[config.mk]
export PLATFORM = sky130hd
export DESIGN_NAME = rel_object_bitstream_encoder_core_flat
export DESIGN_NICKNAME = d
export VERILOG_FILES = /design/src/rtl/robe_pkg.sv /design/src/rtl/robe_in_if.sv /design/src/rtl/robe_out_if.sv /design/src/rtl/robe_front.sv /design/src/rtl/robe_fifo.sv /design/src/rtl/robe_back.sv /design/src/rtl/rel_object_bitstream_encoder_core.sv /design/src/flat_wrapper.sv
export SDC_FILE = /design/constraint.sdc
export NUM_CORES = 1
export LEC_CHECK = 0
export ABC_AREA = 0
export BUFFER_PORTS_ARGS = -buffer_cell sky130_fd_sc_hd__buf_2
export CAP_MARGIN = 0
export CORE_MARGIN = 5
export CORE_UTILIZATION = 52
export CTS_CLUSTER_SIZE = 8
export DETAILED_ROUTE_END_ITERATION = 12
export GPL_TIMING_DRIVEN = 0
export PLACE_DENSITY = 0.67
export SYNTH_ARGS = -nofsm -noshare
export SYNTH_HDL_FRONTEND = slang
export SYNTH_SLANG_ARGS = --single-unit
[constraint.sdc]
create_clock -name clk -period 22.3 [get_ports clk]
set_input_delay 4.46 -clock clk [delete_from_list [all_inputs] [get_ports clk]]
set_output_delay 4.46 -clock clk [all_outputs]
set_load 0.05 [all_outputs]
[src/rtl/robe_pkg.sv]
// Shared types, record codes and sizes of the relocatable-object bitstream encoder.
package robe_pkg;

    localparam int MAIN_W         = 100;  // longest bit string one item adds
    localparam int SEQ_W          = 108;  // carried bits plus one item's bits
    localparam int NBITS_W        = 7;
    localparam int CFG_IDX_W      = 1;
    localparam int CFG_DATA_W     = 16;
    localparam int FIFO_DEPTH_DEF = 2;

    localparam logic [1:0] KIND_SEG_BEGIN = 2'd0;
    localparam logic [1:0] KIND_PAIR      = 2'd1;
    localparam logic [1:0] KIND_SEG_END   = 2'd2;
    localparam logic [1:0] KIND_FINISH    = 2'd3;

    localparam logic [1:0] ERR_NONE       = 2'd0;
    localparam logic [1:0] ERR_NO_PENDING = 2'd1;
    localparam logic [1:0] ERR_BAD_DIFF   = 2'd2;

    localparam logic [CFG_IDX_W-1:0] CFG_PROGRAM_SIZE = 1'd0;
    localparam logic [CFG_IDX_W-1:0] CFG_COMMON_END   = 1'd1;

    localparam logic [15:0] COMMON_END_RESET = 16'hF000;
    // Adding 0x1000 is the same as subtracting 0xF000 modulo 2^16.
    localparam logic [15:0] DATA_SIZE_BIAS   = 16'h1000;
    localparam logic [7:0]  COMMON_BASE      = 8'hF0;

    localparam logic [2:0] REC_SPECIAL    = 3'b100;
    localparam logic [3:0] SPC_NAME       = 4'd2;
    localparam logic [3:0] SPC_PROG_SIZE  = 4'd13;
    localparam logic [3:0] SPC_DATA_SIZE  = 4'd10;
    localparam logic [3:0] SPC_END_MODULE = 4'd14;
    localparam logic [3:0] SPC_END_FILE   = 4'd15;
    localparam logic [1:0] ADDR_ABS       = 2'b00;
    localparam logic [1:0] ADDR_PROGRAM   = 2'b01;
    localparam logic [1:0] ADDR_COMMON    = 2'b10;
    localparam logic [2:0] NAME_LEN       = 3'd5;
    localparam logic [39:0] SEG_NAME      = {8'h46, 8'h55, 8'h5A, 8'h49, 8'h58};

    localparam logic [6:0] TAIL_BITS = {REC_SPECIAL, SPC_END_FILE};
    localparam logic [2:0] TAIL_LEN  = 3'd7;

    typedef struct packed {
        logic [15:0] program_size;
        logic [15:0] common_end;
    } cfg_t;

    // One classified item: its bits MSB-aligned, their count, and what follows them.
    typedef struct packed {
        logic [MAIN_W-1:0]  bits;
        logic [NBITS_W-1:0] nbits;
        logic               pad;
        logic               tail;
        logic [1:0]         err;
    } work_t;

endpackage

[src/rtl/robe_in_if.sv]
// Input item channel of the encoder.
interface robe_in_if;
    logic       valid;
    logic       ready;
    logic [1:0] kind;
    logic [7:0] image_a_byte;
    logic [7:0] image_b_byte;

    modport source (output valid, output kind, output image_a_byte, output image_b_byte,
                    input ready);
    modport sink   (input valid, input kind, input image_a_byte, input image_b_byte,
                    output ready);
endinterface

[src/rtl/robe_out_if.sv]
// Result channel of the encoder.
interface robe_out_if;
    logic       valid;
    logic       ready;
    logic [7:0] out_byte;
    logic       last;
    logic [1:0] error_code;

    modport source (output valid, output out_byte, output last, output error_code,
                    input ready);
    modport sink   (input valid, input out_byte, input last, input error_code,
                    output ready);
endinterface

[src/rtl/robe_front.sv]
// Front end: accepts items, tracks the held byte and the halt flag, builds work entries.
module robe_front
    import robe_pkg::*;
(
    input  logic       clk,
    input  logic       rst_n,
    robe_in_if.sink    items,
    input  cfg_t       cfg,
    input  logic       fifo_full,
    output logic       push,
    output work_t      push_data
);

    logic [7:0]  pending_byte_reg, pending_byte_next;
    logic        pending_valid_reg, pending_valid_next;
    logic        halted_reg, halted_next;
    logic        accept;
    logic        diff_ok;
    logic [15:0] data_size;
    logic [24:0] end_module_rec;
    work_t       work;

    assign items.ready    = !fifo_full;
    assign accept         = items.valid && items.ready;
    assign push           = accept && !halted_reg;
    assign push_data      = work;
    assign diff_ok        = ({1'b0, items.image_b_byte} == ({1'b0, items.image_a_byte} + 9'd1));
    assign data_size      = cfg.common_end + DATA_SIZE_BIAS;
    assign end_module_rec = {REC_SPECIAL, SPC_END_MODULE, ADDR_ABS, 16'h0000};

    always_comb
    begin
        work               = '0;
        pending_byte_next  = pending_byte_reg;
        pending_valid_next = pending_valid_reg;
        halted_next        = halted_reg;
        case (items.kind)
            KIND_SEG_BEGIN:
            begin
                work.bits  = {REC_SPECIAL, SPC_NAME, NAME_LEN, SEG_NAME,
                              REC_SPECIAL, SPC_PROG_SIZE, ADDR_ABS, cfg.program_size,
                              REC_SPECIAL, SPC_DATA_SIZE, ADDR_COMMON, data_size};
                work.nbits = NBITS_W'(100);
            end
            KIND_PAIR:
            begin
                if (items.image_a_byte == items.image_b_byte)
                begin
                    if (pending_valid_reg)
                    begin
                        work.bits  = {1'b0, pending_byte_reg, 91'b0};
                        work.nbits = NBITS_W'(9);
                    end
                    pending_byte_next  = items.image_a_byte;
                    pending_valid_next = 1'b1;
                end
                else if (!diff_ok)
                begin
                    work.err    = ERR_BAD_DIFF;
                    halted_next = 1'b1;
                end
                else if (!pending_valid_reg)
                begin
                    work.err    = ERR_NO_PENDING;
                    halted_next = 1'b1;
                end
                else
                begin
                    work.bits  = {1'b1,
                                  (items.image_a_byte >= COMMON_BASE) ? ADDR_COMMON
                                                                      : ADDR_PROGRAM,
                                  items.image_a_byte, pending_byte_reg, 81'b0};
                    work.nbits = NBITS_W'(19);
                    pending_valid_next = 1'b0;
                end
            end
            KIND_SEG_END:
            begin
                if (pending_valid_reg)
                begin
                    work.bits  = {1'b0, pending_byte_reg, end_module_rec, 66'b0};
                    work.nbits = NBITS_W'(34);
                end
                else
                begin
                    work.bits  = {end_module_rec, 75'b0};
                    work.nbits = NBITS_W'(25);
                end
                work.pad           = 1'b1;
                work.tail          = 1'b1;
                pending_valid_next = 1'b0;
            end
            KIND_FINISH:
            begin
                work.pad = 1'b1;
            end
            default:
            begin
                work = '0;
            end
        endcase
    end

    always_ff @(posedge clk or negedge rst_n)
    begin
        if (!rst_n)
        begin
            pending_byte_reg  <= '0;
            pending_valid_reg <= 1'b0;
            halted_reg        <= 1'b0;
        end
        else if (push)
        begin
            pending_byte_reg  <= pending_byte_next;
            pending_valid_reg <= pending_valid_next;
            halted_reg        <= halted_next;
        end
    end

endmodule

[src/rtl/robe_fifo.sv]
// Short queue of work entries between the front and back ends.
module robe_fifo
    import robe_pkg::*;
#(
    parameter int DEPTH = FIFO_DEPTH_DEF
)
(
    input  logic  clk,
    input  logic  rst_n,
    input  logic  push,
    input  work_t push_data,
    input  logic  pop,
    output work_t pop_data,
    output logic  full,
    output logic  empty
);

    localparam int PTR_W = $clog2(DEPTH);
    localparam int CNT_W = $clog2(DEPTH + 1);

    work_t            mem_reg [DEPTH];
    logic [PTR_W-1:0] wr_ptr_reg, rd_ptr_reg;
    logic [CNT_W-1:0] count_reg;

    assign full     = (count_reg == CNT_W'(DEPTH));
    assign empty    = (count_reg == '0);
    assign pop_data = mem_reg[rd_ptr_reg];

    always_ff @(posedge clk)
    begin
        if (push)
        begin
            mem_reg[wr_ptr_reg] <= push_data;
        end
    end

    always_ff @(posedge clk or negedge rst_n)
    begin
        if (!rst_n)
        begin
            wr_ptr_reg <= '0;
            rd_ptr_reg <= '0;
            count_reg  <= '0;
        end
        else
        begin
            if (push)
            begin
                wr_ptr_reg <= (wr_ptr_reg == PTR_W'(DEPTH - 1)) ? '0 : wr_ptr_reg + 1'b1;
            end
            if (pop)
            begin
                rd_ptr_reg <= (rd_ptr_reg == PTR_W'(DEPTH - 1)) ? '0 : rd_ptr_reg + 1'b1;
            end
            if (push && !pop)
            begin
                count_reg <= count_reg + 1'b1;
            end
            else if (pop && !push)
            begin
                count_reg <= count_reg - 1'b1;
            end
        end
    end

endmodule

[src/rtl/robe_back.sv]
// Back end: merges work bits with the partial byte and sends one packed byte per cycle while the receiver is ready.
module robe_back
    import robe_pkg::*;
(
    input  logic        clk,
    input  logic        rst_n,
    input  logic        fifo_empty,
    input  work_t       pop_data,
    output logic        pop,
    robe_out_if.source  results
);

    logic [7:0]         acc_reg, acc_next;
    logic [2:0]         cnt_reg, cnt_next;
    logic               busy_reg, busy_next;
    logic [SEQ_W-1:0]   seq_reg, seq_next;
    logic [NBITS_W-1:0] rem_reg, rem_next;
    logic               tail_reg, tail_next;
    logic               out_valid_reg, out_valid_next;
    logic [7:0]         out_byte_reg, out_byte_next;
    logic               out_last_reg, out_last_next;
    logic [1:0]         out_err_reg, out_err_next;

    logic               slot_free;
    logic               load;
    logic               emit;
    logic [7:0]         acc_al;
    logic [SEQ_W-1:0]   main_sh;
    logic [SEQ_W-1:0]   load_seq;
    logic [SEQ_W-1:0]   pad_mask;
    logic [SEQ_W-1:0]   eff_seq;
    logic [NBITS_W-1:0] load_len;
    logic [NBITS_W-1:0] len_up;
    logic [NBITS_W-1:0] eff_len;

    // Right-aligns the first r bits of an MSB-first byte.
    function automatic logic [7:0] align_right(input logic [7:0] top, input logic [2:0] r);
        return top >> (4'd8 - {1'b0, r});
    endfunction

    assign slot_free = !out_valid_reg || results.ready;
    assign load      = !busy_reg && !fifo_empty && slot_free;
    assign pop       = load;

    assign acc_al   = acc_reg << (4'd8 - {1'b0, cnt_reg});
    assign main_sh  = {pop_data.bits, 8'h00} >> cnt_reg;
    assign load_seq = {acc_al, {MAIN_W{1'b0}}} | main_sh;
    assign load_len = {{(NBITS_W-3){1'b0}}, cnt_reg} + pop_data.nbits;
    assign len_up   = (load_len + NBITS_W'(7)) & ~NBITS_W'(7);

    always_comb
    begin
        for (int i = 0; i < SEQ_W; i++)
        begin
            pad_mask[SEQ_W-1-i] = (NBITS_W'(i) >= load_len) && (NBITS_W'(i) < len_up);
        end
    end

    assign eff_seq = pop_data.pad ? (load_seq | pad_mask) : load_seq;
    assign eff_len = pop_data.pad ? len_up : load_len;

    always_comb
    begin
        acc_next      = acc_reg;
        cnt_next      = cnt_reg;
        busy_next     = busy_reg;
        seq_next      = seq_reg;
        rem_next      = rem_reg;
        tail_next     = tail_reg;
        emit          = 1'b0;
        out_byte_next = out_byte_reg;
        out_last_next = out_last_reg;
        out_err_next  = out_err_reg;
        if (busy_reg)
        begin
            if (slot_free)
            begin
                emit          = 1'b1;
                out_byte_next = seq_reg[SEQ_W-1 -: 8];
                out_last_next = (rem_reg < NBITS_W'(16));
                out_err_next  = ERR_NONE;
                seq_next      = seq_reg << 8;
                rem_next      = rem_reg - NBITS_W'(8);
                if (out_last_next)
                begin
                    busy_next = 1'b0;
                    if (tail_reg)
                    begin
                        acc_next = {1'b0, TAIL_BITS};
                        cnt_next = TAIL_LEN;
                    end
                    else
                    begin
                        acc_next = align_right(seq_reg[SEQ_W-9 -: 8], rem_reg[2:0]);
                        cnt_next = rem_reg[2:0];
                    end
                end
            end
        end
        else if (load)
        begin
            if (pop_data.err != ERR_NONE)
            begin
                emit          = 1'b1;
                out_byte_next = 8'h00;
                out_last_next = 1'b1;
                out_err_next  = pop_data.err;
            end
            else if (eff_len >= NBITS_W'(8))
            begin
                busy_next = 1'b1;
                seq_next  = eff_seq;
                rem_next  = eff_len;
                tail_next = pop_data.tail;
            end
            else if (pop_data.tail)
            begin
                acc_next = {1'b0, TAIL_BITS};
                cnt_next = TAIL_LEN;
            end
            else
            begin
                acc_next = align_right(eff_seq[SEQ_W-1 -: 8], eff_len[2:0]);
                cnt_next = eff_len[2:0];
            end
        end
    end

    assign out_valid_next = emit ? 1'b1 : (results.ready ? 1'b0 : out_valid_reg);

    assign results.valid      = out_valid_reg;
    assign results.out_byte   = out_byte_reg;
    assign results.last       = out_last_reg;
    assign results.error_code = out_err_reg;

    always_ff @(posedge clk)
    begin
        seq_reg      <= seq_next;
        rem_reg      <= rem_next;
        tail_reg     <= tail_next;
        out_byte_reg <= out_byte_next;
        out_last_reg <= out_last_next;
        out_err_reg  <= out_err_next;
    end

    always_ff @(posedge clk or negedge rst_n)
    begin
        if (!rst_n)
        begin
            acc_reg       <= '0;
            cnt_reg       <= '0;
            busy_reg      <= 1'b0;
            out_valid_reg <= 1'b0;
        end
        else
        begin
            acc_reg       <= acc_next;
            cnt_reg       <= cnt_next;
            busy_reg      <= busy_next;
            out_valid_reg <= out_valid_next;
        end
    end

endmodule

[src/rtl/rel_object_bitstream_encoder_core.sv]
// A result beat passes through the queue, the back end's shift register and its output
// register; an error beat goes from the queue straight to the output register.
// The back end takes a new entry from the queue only once it has sent every byte of the last.
// The single byte lane of the back end limits throughput; the queue lets the front keep taking items.
// Reset (rst_n low, asynchronous) clears the bit accumulator, held byte, halt flag and queue;
// program_size resets to 0 and common_end to 0xF000.
module rel_object_bitstream_encoder_core
    import robe_pkg::*;
#(
    parameter int FIFO_DEPTH = FIFO_DEPTH_DEF
)
(
    input  logic                  clk,
    input  logic                  rst_n,
    robe_in_if.sink               items,
    robe_out_if.source            results,
    input  logic                  cfg_we,
    input  logic [CFG_IDX_W-1:0]  cfg_index,
    input  logic [CFG_DATA_W-1:0] cfg_data
);

    // Configuration registers. The user must make writes arrive only while the block is idle;
    // the block does not enforce it. The front end reads them directly for a segment header.
    cfg_t  cfg_reg;

    // Front-to-queue and queue-to-back work entries.
    logic  push;
    work_t push_data;
    logic  pop;
    work_t pop_data;
    logic  fifo_full;
    logic  fifo_empty;

    always_ff @(posedge clk or negedge rst_n)
    begin
        if (!rst_n)
        begin
            cfg_reg.program_size <= '0;
            cfg_reg.common_end   <= COMMON_END_RESET;
        end
        else if (cfg_we)
        begin
            case (cfg_index)
                CFG_PROGRAM_SIZE: cfg_reg.program_size <= cfg_data;
                CFG_COMMON_END:   cfg_reg.common_end   <= cfg_data;
                default:          cfg_reg              <= cfg_reg;
            endcase
        end
    end

    // The front end classifies each beat, keeps the held low byte and the
    // halt flag, and turns the item into a left-aligned bit string with flags
    // for padding and the end-file tail. Items after an error are dropped here.
    robe_front u_front
    (
        .clk       (clk),
        .rst_n     (rst_n),
        .items     (items),
        .cfg       (cfg_reg),
        .fifo_full (fifo_full),
        .push      (push),
        .push_data (push_data)
    );

    // A short queue decouples classification from bit packing so that a long
    // header on the output side does not stall the input side at once.
    robe_fifo #(
        .DEPTH (FIFO_DEPTH)
    ) u_fifo
    (
        .clk       (clk),
        .rst_n     (rst_n),
        .push      (push),
        .push_data (push_data),
        .pop       (pop),
        .pop_data  (pop_data),
        .full      (fifo_full),
        .empty     (fifo_empty)
    );

    // The back end merges the partial byte with an entry as it loads it, then
    // hands out one packed byte per cycle while the receiver is ready, through its
    // output register, and marks the final byte of each item with last.
    robe_back u_back
    (
        .clk        (clk),
        .rst_n      (rst_n),
        .fifo_empty (fifo_empty),
        .pop_data   (pop_data),
        .pop        (pop),
        .results    (results)
    );

endmodule

[src/flat_wrapper.sv]
// flat-port wrapper written by rule: the top's interface ports become plain ports
module rel_object_bitstream_encoder_core_flat import robe_pkg::*;
#(
    parameter int FIFO_DEPTH = FIFO_DEPTH_DEF
)
  (clk, rst_n, cfg_we, cfg_index, cfg_data, items_valid, items_kind, items_image_a_byte, items_image_b_byte, items_ready, results_valid, results_out_byte, results_last, results_error_code, results_ready);
  robe_in_if items_i ();
  robe_out_if results_i ();
  input  logic clk;
  input  logic rst_n;
  input  logic cfg_we;
  input  logic [CFG_IDX_W-1:0] cfg_index;
  input  logic [CFG_DATA_W-1:0] cfg_data;
  input wire logic [$bits(items_i.valid)-1:0] items_valid;
  input wire logic [$bits(items_i.kind)-1:0] items_kind;
  input wire logic [$bits(items_i.image_a_byte)-1:0] items_image_a_byte;
  input wire logic [$bits(items_i.image_b_byte)-1:0] items_image_b_byte;
  output wire logic [$bits(items_i.ready)-1:0] items_ready;
  output wire logic [$bits(results_i.valid)-1:0] results_valid;
  output wire logic [$bits(results_i.out_byte)-1:0] results_out_byte;
  output wire logic [$bits(results_i.last)-1:0] results_last;
  output wire logic [$bits(results_i.error_code)-1:0] results_error_code;
  input wire logic [$bits(results_i.ready)-1:0] results_ready;
  assign items_i.valid = items_valid;
  assign items_i.kind = items_kind;
  assign items_i.image_a_byte = items_image_a_byte;
  assign items_i.image_b_byte = items_image_b_byte;
  assign items_ready = items_i.ready;
  assign results_valid = results_i.valid;
  assign results_out_byte = results_i.out_byte;
  assign results_last = results_i.last;
  assign results_error_code = results_i.error_code;
  assign results_i.ready = results_ready;
  rel_object_bitstream_encoder_core #(.FIFO_DEPTH(FIFO_DEPTH)) u_core (.clk(clk), .rst_n(rst_n), .items(items_i), .results(results_i), .cfg_we(cfg_we), .cfg_index(cfg_index), .cfg_data(cfg_data));
endmodule
## After elaboration in Yosys (flattened, before gate mapping)

Memories as Yosys holds them, arrays and structs flattened.
Index checks and enable logic that the tools add are counted.

| storage, ports and cells | value |
|---|---|
| register bits after elaboration | 186 |
| bits in writable memories | 222 |
| output and inout port bits | 13 |
| word-level logic and storage cells | 489 |
| memories kept | 1 |

| cells by class | value |
|---|---|
| $add $sub $neg | 12 |
| order comparisons | 219 |
| equal/unequal tests | 12 |
| shifts and indexed selects | 4 |
| mux-type cells | 76 |
| bitwise gates (word level) | 6 |
| reductions and logical operators | 141 |

Memory list:

| memory | depth | width | rd ports | clocked after memory_dff | write ports | RTL line | source |
|---|---|---|---|---|---|---|---|
| u_core.u_fifo.mem_reg | 2 | 111 | 1 | 0 | 1 | robe_fifo.sv:21 | `work_t mem_reg [DEPTH];` |

Operators with widths:

| operator | number |
|---|---|
| $mux W108 | 6 |
| $mux W107 | 4 |
| $pmux W107 S3 | 1 |
| $ge A7 B7 Y1 const A | 44 |
| $lt A7 B7 Y1 const A | 44 |
| $ge A6 B7 Y1 const A | 32 |
| $lt A6 B7 Y1 const A | 32 |
| $or A108 B108 Y108 | 2 |
| $logic_and A1 B1 Y1 | 114 |
| $ge A5 B7 Y1 const A | 16 |
| $lt A5 B7 Y1 const A | 16 |
| $shr A108 B3 Y108 | 1 |
| $mux W106 | 1 |
| $mux W8 | 12 |
| $ge A4 B7 Y1 const A | 8 |
| $lt A4 B7 Y1 const A | 8 |
| $mux W7 | 6 |
| $ge A3 B7 Y1 const A | 4 |
| $lt A3 B7 Y1 const A | 4 |
| $mux W1 | 27 |
| $mux W3 | 8 |
| $mux W2 | 10 |
| $add A16 B13 Y16 const B | 1 |
| $shr A8 B4 Y8 | 2 |
| other kinds (34) | 67 |

## Longest topological paths before layout

An unclocked memory read counts as a cell.

| logic depth | value |
|---|---|
| word-level depth | 13 |
| depth in mapped cells | 20 |
| gate-level depth less buffers | 11 |

## Cells and area by module

A second synthesis with hierarchy kept.

| second synthesis, totals | value |
|---|---|
| cells, all modules | 1955 |
| area total of the unflattened synthesis | 22628.0 um^2 |

By module, submodules not included:

| module | instances | cells each | area each (um^2) |
|---|---|---|---|
| robe_back | 1 | 1310 | 11464.7 |
| robe_fifo | 1 | 361 | 8215.4 |
| robe_front | 1 | 215 | 1690.4 |
| rel_object_bitstream_encoder_core | 1 | 69 | 1257.5 |

## Least setup slack after synthesis

No wires, ideal clock.

| timing path | value |
|---|---|
| kind | in2reg |
| start | in results_ready |
| end | reg u_core.u_back.rem_reg[3] (enable) |
| setup time | 0.490 ns |
| arrival time | 8.015 ns |
| data required time | 21.810 ns |
| setup slack | 13.795 ns |
| stages on the path | 6 |
| buffers on the path | 0 |
| cell sequence | nor2b_1 nor2_1 o21ai_0 a21oi_1 nor2b_1 nand2b_1 |

| on the way | value |
|---|---|
| longest elaborated chain between the ends | 4 |
| elaborated cells on any way between the ends | 5 |
| classes of those cells | eq/ne: 1; reduce/logical: 4 |

RTL lines:

| element | RTL line | source |
|---|---|---|
| from (decl) | flat_wrapper.sv:23 | `input wire logic [$bits(results_i.ready)-1:0] results_ready;` |
| $logic_or A1 B1 Y1 * | robe_back.sv:41 | `assign slot_free = !out_valid_reg \|\| results.ready;` |
| $logic_and A1 B1 Y1 | robe_back.sv:42 | `assign load = !busy_reg && !fifo_empty && slot_free;` |
| $reduce_bool A2 Y1 (no line) | -- |  |
| $reduce_and A4 Y1 (no line) * | -- |  |
| to (signal assigned) | robe_back.sv:139 | `rem_reg <= rem_next;` |
| to (decl) | robe_back.sv:17 | `logic [NBITS_W-1:0] rem_reg, rem_next;` |

Mark *: on every way between the ends. The rest lies on a longest branch, timed or not.
A chain may end at the register's enable or synchronous reset.

## Worst setup path after layout

| timing path | value |
|---|---|
| start | reg u_core.u_fifo.rd_ptr_reg |
| end | reg u_core.u_back.seq_reg[17] (enable) |

| on the way | value |
|---|---|
| longest elaborated chain between the ends | 7 |
| elaborated cells on any way between the ends | 9 |
| classes of those cells | add/sub: 2; order compare: 1; eq/ne: 1; mux: 1; reduce/logical: 3; memory: 1 |

RTL lines:

| element | RTL line | source |
|---|---|---|
| from (decl) | robe_fifo.sv:22 | `logic [PTR_W-1:0] wr_ptr_reg, rd_ptr_reg;` |
| from (signal assigned) | robe_fifo.sv:53 | `rd_ptr_reg <= (rd_ptr_reg == PTR_W'(DEPTH - 1)) ? '0 : rd_ptr_reg + 1'b1;` |
| $mem_v2 Z2 W111 * | -- |  |
| $add A3 B7 Y7 | robe_back.sv:48 | `assign load_len = {{(NBITS_W-3){1'b0}}, cnt_reg} + pop_data.nbits;` |
| $add A7 B3 Y7 | robe_back.sv:49 | `assign len_up = (load_len + NBITS_W'(7)) & ~NBITS_W'(7);` |
| $mux W7 | robe_back.sv:60 | `assign eff_len = pop_data.pad ? len_up : load_len;` |
| $ge A7 B4 Y1 | robe_back.sv:109 | `else if (eff_len >= NBITS_W'(8))` |
| $reduce_bool A2 Y1 (no line) | -- |  |
| $reduce_and A4 Y1 (no line) * | -- |  |
| to (signal assigned) | robe_back.sv:138 | `seq_reg <= seq_next;` |
| to (decl) | robe_back.sv:16 | `logic [SEQ_W-1:0] seq_reg, seq_next;` |

Marks and branches as above.

==> metrics.md <==
| Metric | Value |
|---|---|
| GRT Total Usage | `between 30% and 40%` |
| Post-DP HPWL | `roughly 50000 microns` |
| Average size of a mapped cell | `10.8 sq um` |
| Worst endpoint required time | `between 20000 and 25000 ps` |
| Global-route wire length before repair | `98500 microns` |
| Layout Cells excl Fill | `about 2200` |
| Root Driver | `clkbuf_16` |
| Fin Clk Skew | `about 33 ps` |
| Async SR Flop Fraction | `between 10% and 20%` |
| Worst r2r dst | `u_core.u_back.seq_reg[17]` |
| Ys flop type | `edfxtp_1` |
| WHS Endpoint | `u_core.u_front.halted_reg` |
| Hold Buf Count CTS | `0` |
| Reg-to-reg startpoint | `u_core.u_fifo.rd_ptr_reg` |
| Clock buffer depth | `3` |
| Crit start category | `flop` |
| Slowest cell on crit path | `nand2b_4` |
| Clk pin slew, worst setup/hold paths | `60 ps` |
| Hold Startpoint | `u_core.u_front.halted_reg` |
| Fraction of layout cells with a size suffix above 1 | `between 10% and 20%` |
| Drt drc | `0` |
| Hold Crit Depth | `1` |
| Reg2reg path depth | `18` |
| Slew Limit Fails | `0` |
| Row count | `around 70` |
| PostCTS Resize Cnt | `0` |
| Vias in the first global route | `14379` |
| Post-synth EDFFs | `about 250` |
| Worst-Margin Slew | `1230 ps` |
| CTS Buf Count | `45` |
| Netlist cell types | `around 90` |
| Cell mode on critical path | `buf_2` |
| Min-delay worst type | `reg2reg` |
| Ant. Diodes | `0` |
| Crit path DAT | `about 7700 ps` |
| Die width | `approximately 200 microns` |
| 1st-iter DRT viols | `~2100` |
| Crit-path max cell delay | `roughly 840 ps` |
| Max reg flops | `roughly 120` |
| CTS tree | `done` |
| Fmax | `around 0.13 GHz` |
| Post-synthesis sequential area ratio | `49.7%` |
| Crit path time final | `between 7000 and 8000 ps` |
| Worst Setup End Kind | `flop` |
| Routed Antenna Nets | `0` |
| CP max FO | `71` |
| Final Hold Fails | `0` |
| Status | `completed` |
| Wirelength per Cell | `30.0 microns` |
| Via-per-instance ratio | `approximately 6.7` |
| CP cell instances | `buf_6, buf_6, buf_2, buf_2, buf_2, mux2_2, ha_1, fa_1, clkbuf_1, nor2_1, nand2_1, o21a_1, nand3_1, nor3_2, a21oi_1, nor2b_1, nand2b_4, buf_12` |
| Yosys warns | `0` |
| Largest delay share family, worst path | `simple AND/OR/NAND/NOR gates` |
| DRT Pass-1 Iters | `6` |
| Synth Register Bits | `approximately 300` |
| Core ar. | `~34000 sq um` |
| Final Setup Violations | `0` |
| Die Y | `196 microns` |
| Syn nets | `1718` |
| Critical path class | `reg2reg` |
| Total Wirelength | `67300 microns` |
| I/O Pins | `53` |
| Buffer and inverter count on the worst path | `7` |
| Tcrit/Tclk final | `~33%` |
| Syn Std Cell Area | `approximately 18000 sq um` |
| Cells after Synth | `around 1700` |
| Clk sinks | `approximately 310` |
| Htree depth | `2` |
| Area Overhead vs Synth | `12.0%` |
| DIE AREA | `slightly below 40000 sq um` |
| R2R setup slack | `roughly 15000 ps` |
| Largest net degree at the start of global routing | `72` |
| Vias after detailed routing | `15171` |
| GRT overflow | `0` |
| Initial Util | `between 50% and 60%` |
| Unrepaired setup endpoints after global routing | `false` |
| Number of port buffers | `50` |
| Final nets | `about 1800` |
| Worst-Skew Late Latency | `580 ps` |
| Placed Cells incl. Taps | `2174` |
| Setup Buffers After CTS | `0` |
| Final GP Congestion | `1.05` |
| Max-slew headroom | `17.3%` |
| Max Cap Viol | `0` |
| Fin Setup TNS | `0 ps` |
| Initial antenna violation count | `1` |
## worst max path at each step
stage | start | to | slack [ps] | cells past startpoint
after global routing | u_core.u_fifo.rd_ptr_reg | u_core.u_back.seq_reg[18] | 14670 | 18
final | u_core.u_fifo.rd_ptr_reg | u_core.u_back.seq_reg[17] | 14840 | 18
after global placement | results_ready | u_core.u_back.seq_reg[1] | 11850 | 7
after CTS | u_core.u_fifo.rd_ptr_reg | u_core.u_back.seq_reg[17] | 14980 | 18
after detailed placement | results_ready | u_core.u_back.seq_reg[17] | 14610 | 8
after floorplan | results_ready | u_core.u_back.rem_reg[3] | 13790 | 6
## metrics by stage
step / cell area, sq um / hold slack (ps) / utilization, % / setup WS (ps)
2_1_floorplan: 18000 / 434 / - / 13790
3_3_place_gp: 18900 / 448 / 54.8 / 11850
3_5_place_dp: 18900 / 459 / 55.0 / 14610
4_1_cts: 20200 / 471 / 58.8 / 14980
5_1_grt: 20200 / 491 / 58.8 / 14670
6_report: 20200 / 470 / 58.8 / 14840
## layout by cell type (no fill, tap or decap), types with 12 or more instances in the layout
cell type / count
a221oi_1: 18
clkbuf_16: 46
xnor2_1: 22
o21ai_0: 104
a31oi_1: 24
and2_1: 49
nor3_1: 22
dfrtp_1: 55
clkbuf_1: 107
nor2_1: 139
mux2i_1: 52
a21oi_1: 129
nand2b_1: 12
nand3_1: 26
mux2_2: 73
xor2_1: 13
a211oi_1: 19
edfxtp_1: 249
buf_2: 70
nand2_1: 190
o221ai_1: 14
buf_1: 12
mux4_2: 54
inv_1: 47
## Yosys cell counts (all sizes together) (5+ instances only)
master | instances | area, sq um
o32ai | 6 | 52.6
ha | 10 | 125
nor2b | 10 | 62.6
o211ai | 9 | 67.6
or3 | 6 | 37.5
mux4 | 54 | 1220
o22ai | 11 | 68.8
xor2 | 13 | 114
nand2b | 13 | 81.3
and2 | 51 | 319
nor3 | 23 | 120
nor2 | 139 | 522
buf | 37 | 188
nand2 | 192 | 726
nand3 | 26 | 130
o21a | 11 | 82.6
nor4 | 11 | 83.8
a21o | 11 | 82.6
a21boi | 6 | 45.0
a211oi | 21 | 168
mux2i | 54 | 548
dfrtp | 55 | 1380
o22a | 5 | 43.8
or2 | 5 | 31.3
a22oi | 8 | 60.1
o221ai | 14 | 123
o21bai | 5 | 37.5
xnor2 | 24 | 225
and3 | 8 | 50.1
nand4 | 6 | 43.8
mux2 | 75 | 848
a221oi | 18 | 158
edfxtp | 249 | 7480
o31ai | 9 | 77.6
inv | 49 | 184
a2bb2oi | 10 | 87.6
a31oi | 24 | 150
a32oi | 6 | 52.6
a21oi | 130 | 654
clkbuf | 82 | 308
o21ai | 110 | 551
## cell families after synthesis
kind of cell               synth area share [%]
buffers and inverters                      3.84
and+or+nand+nor                            13.0
adders and majority gates                 0.805
xor gates and xnor gates                   1.88
DFF                                        49.7
muxes                                      14.5
AOI/OAI and AO/OA                          16.3
## final cells by class
cell class,count,area (sq um)
clock buffer,72,1260
sequential,308,8960
timing repair buffer,52,293
tap,455,569
buffer,119,495
multi-input combinational,1188,8400
fill,2904,14200
clock inverter,2,25.0
inverter,52,196
## per-layer routing
layer	routed length [microns]	vias up	global-route usage, %
li1	-	6495	-
met1	28300	7493	50.1
met2	30300	1001	53.6
met3	5950	182	4.88
met4	2820	0	12.3
met5	0	-	0
Power is left out: the tool's default activity adds up to more than one toggle a clock period on the data nets, which glitch-free logic cannot reach.
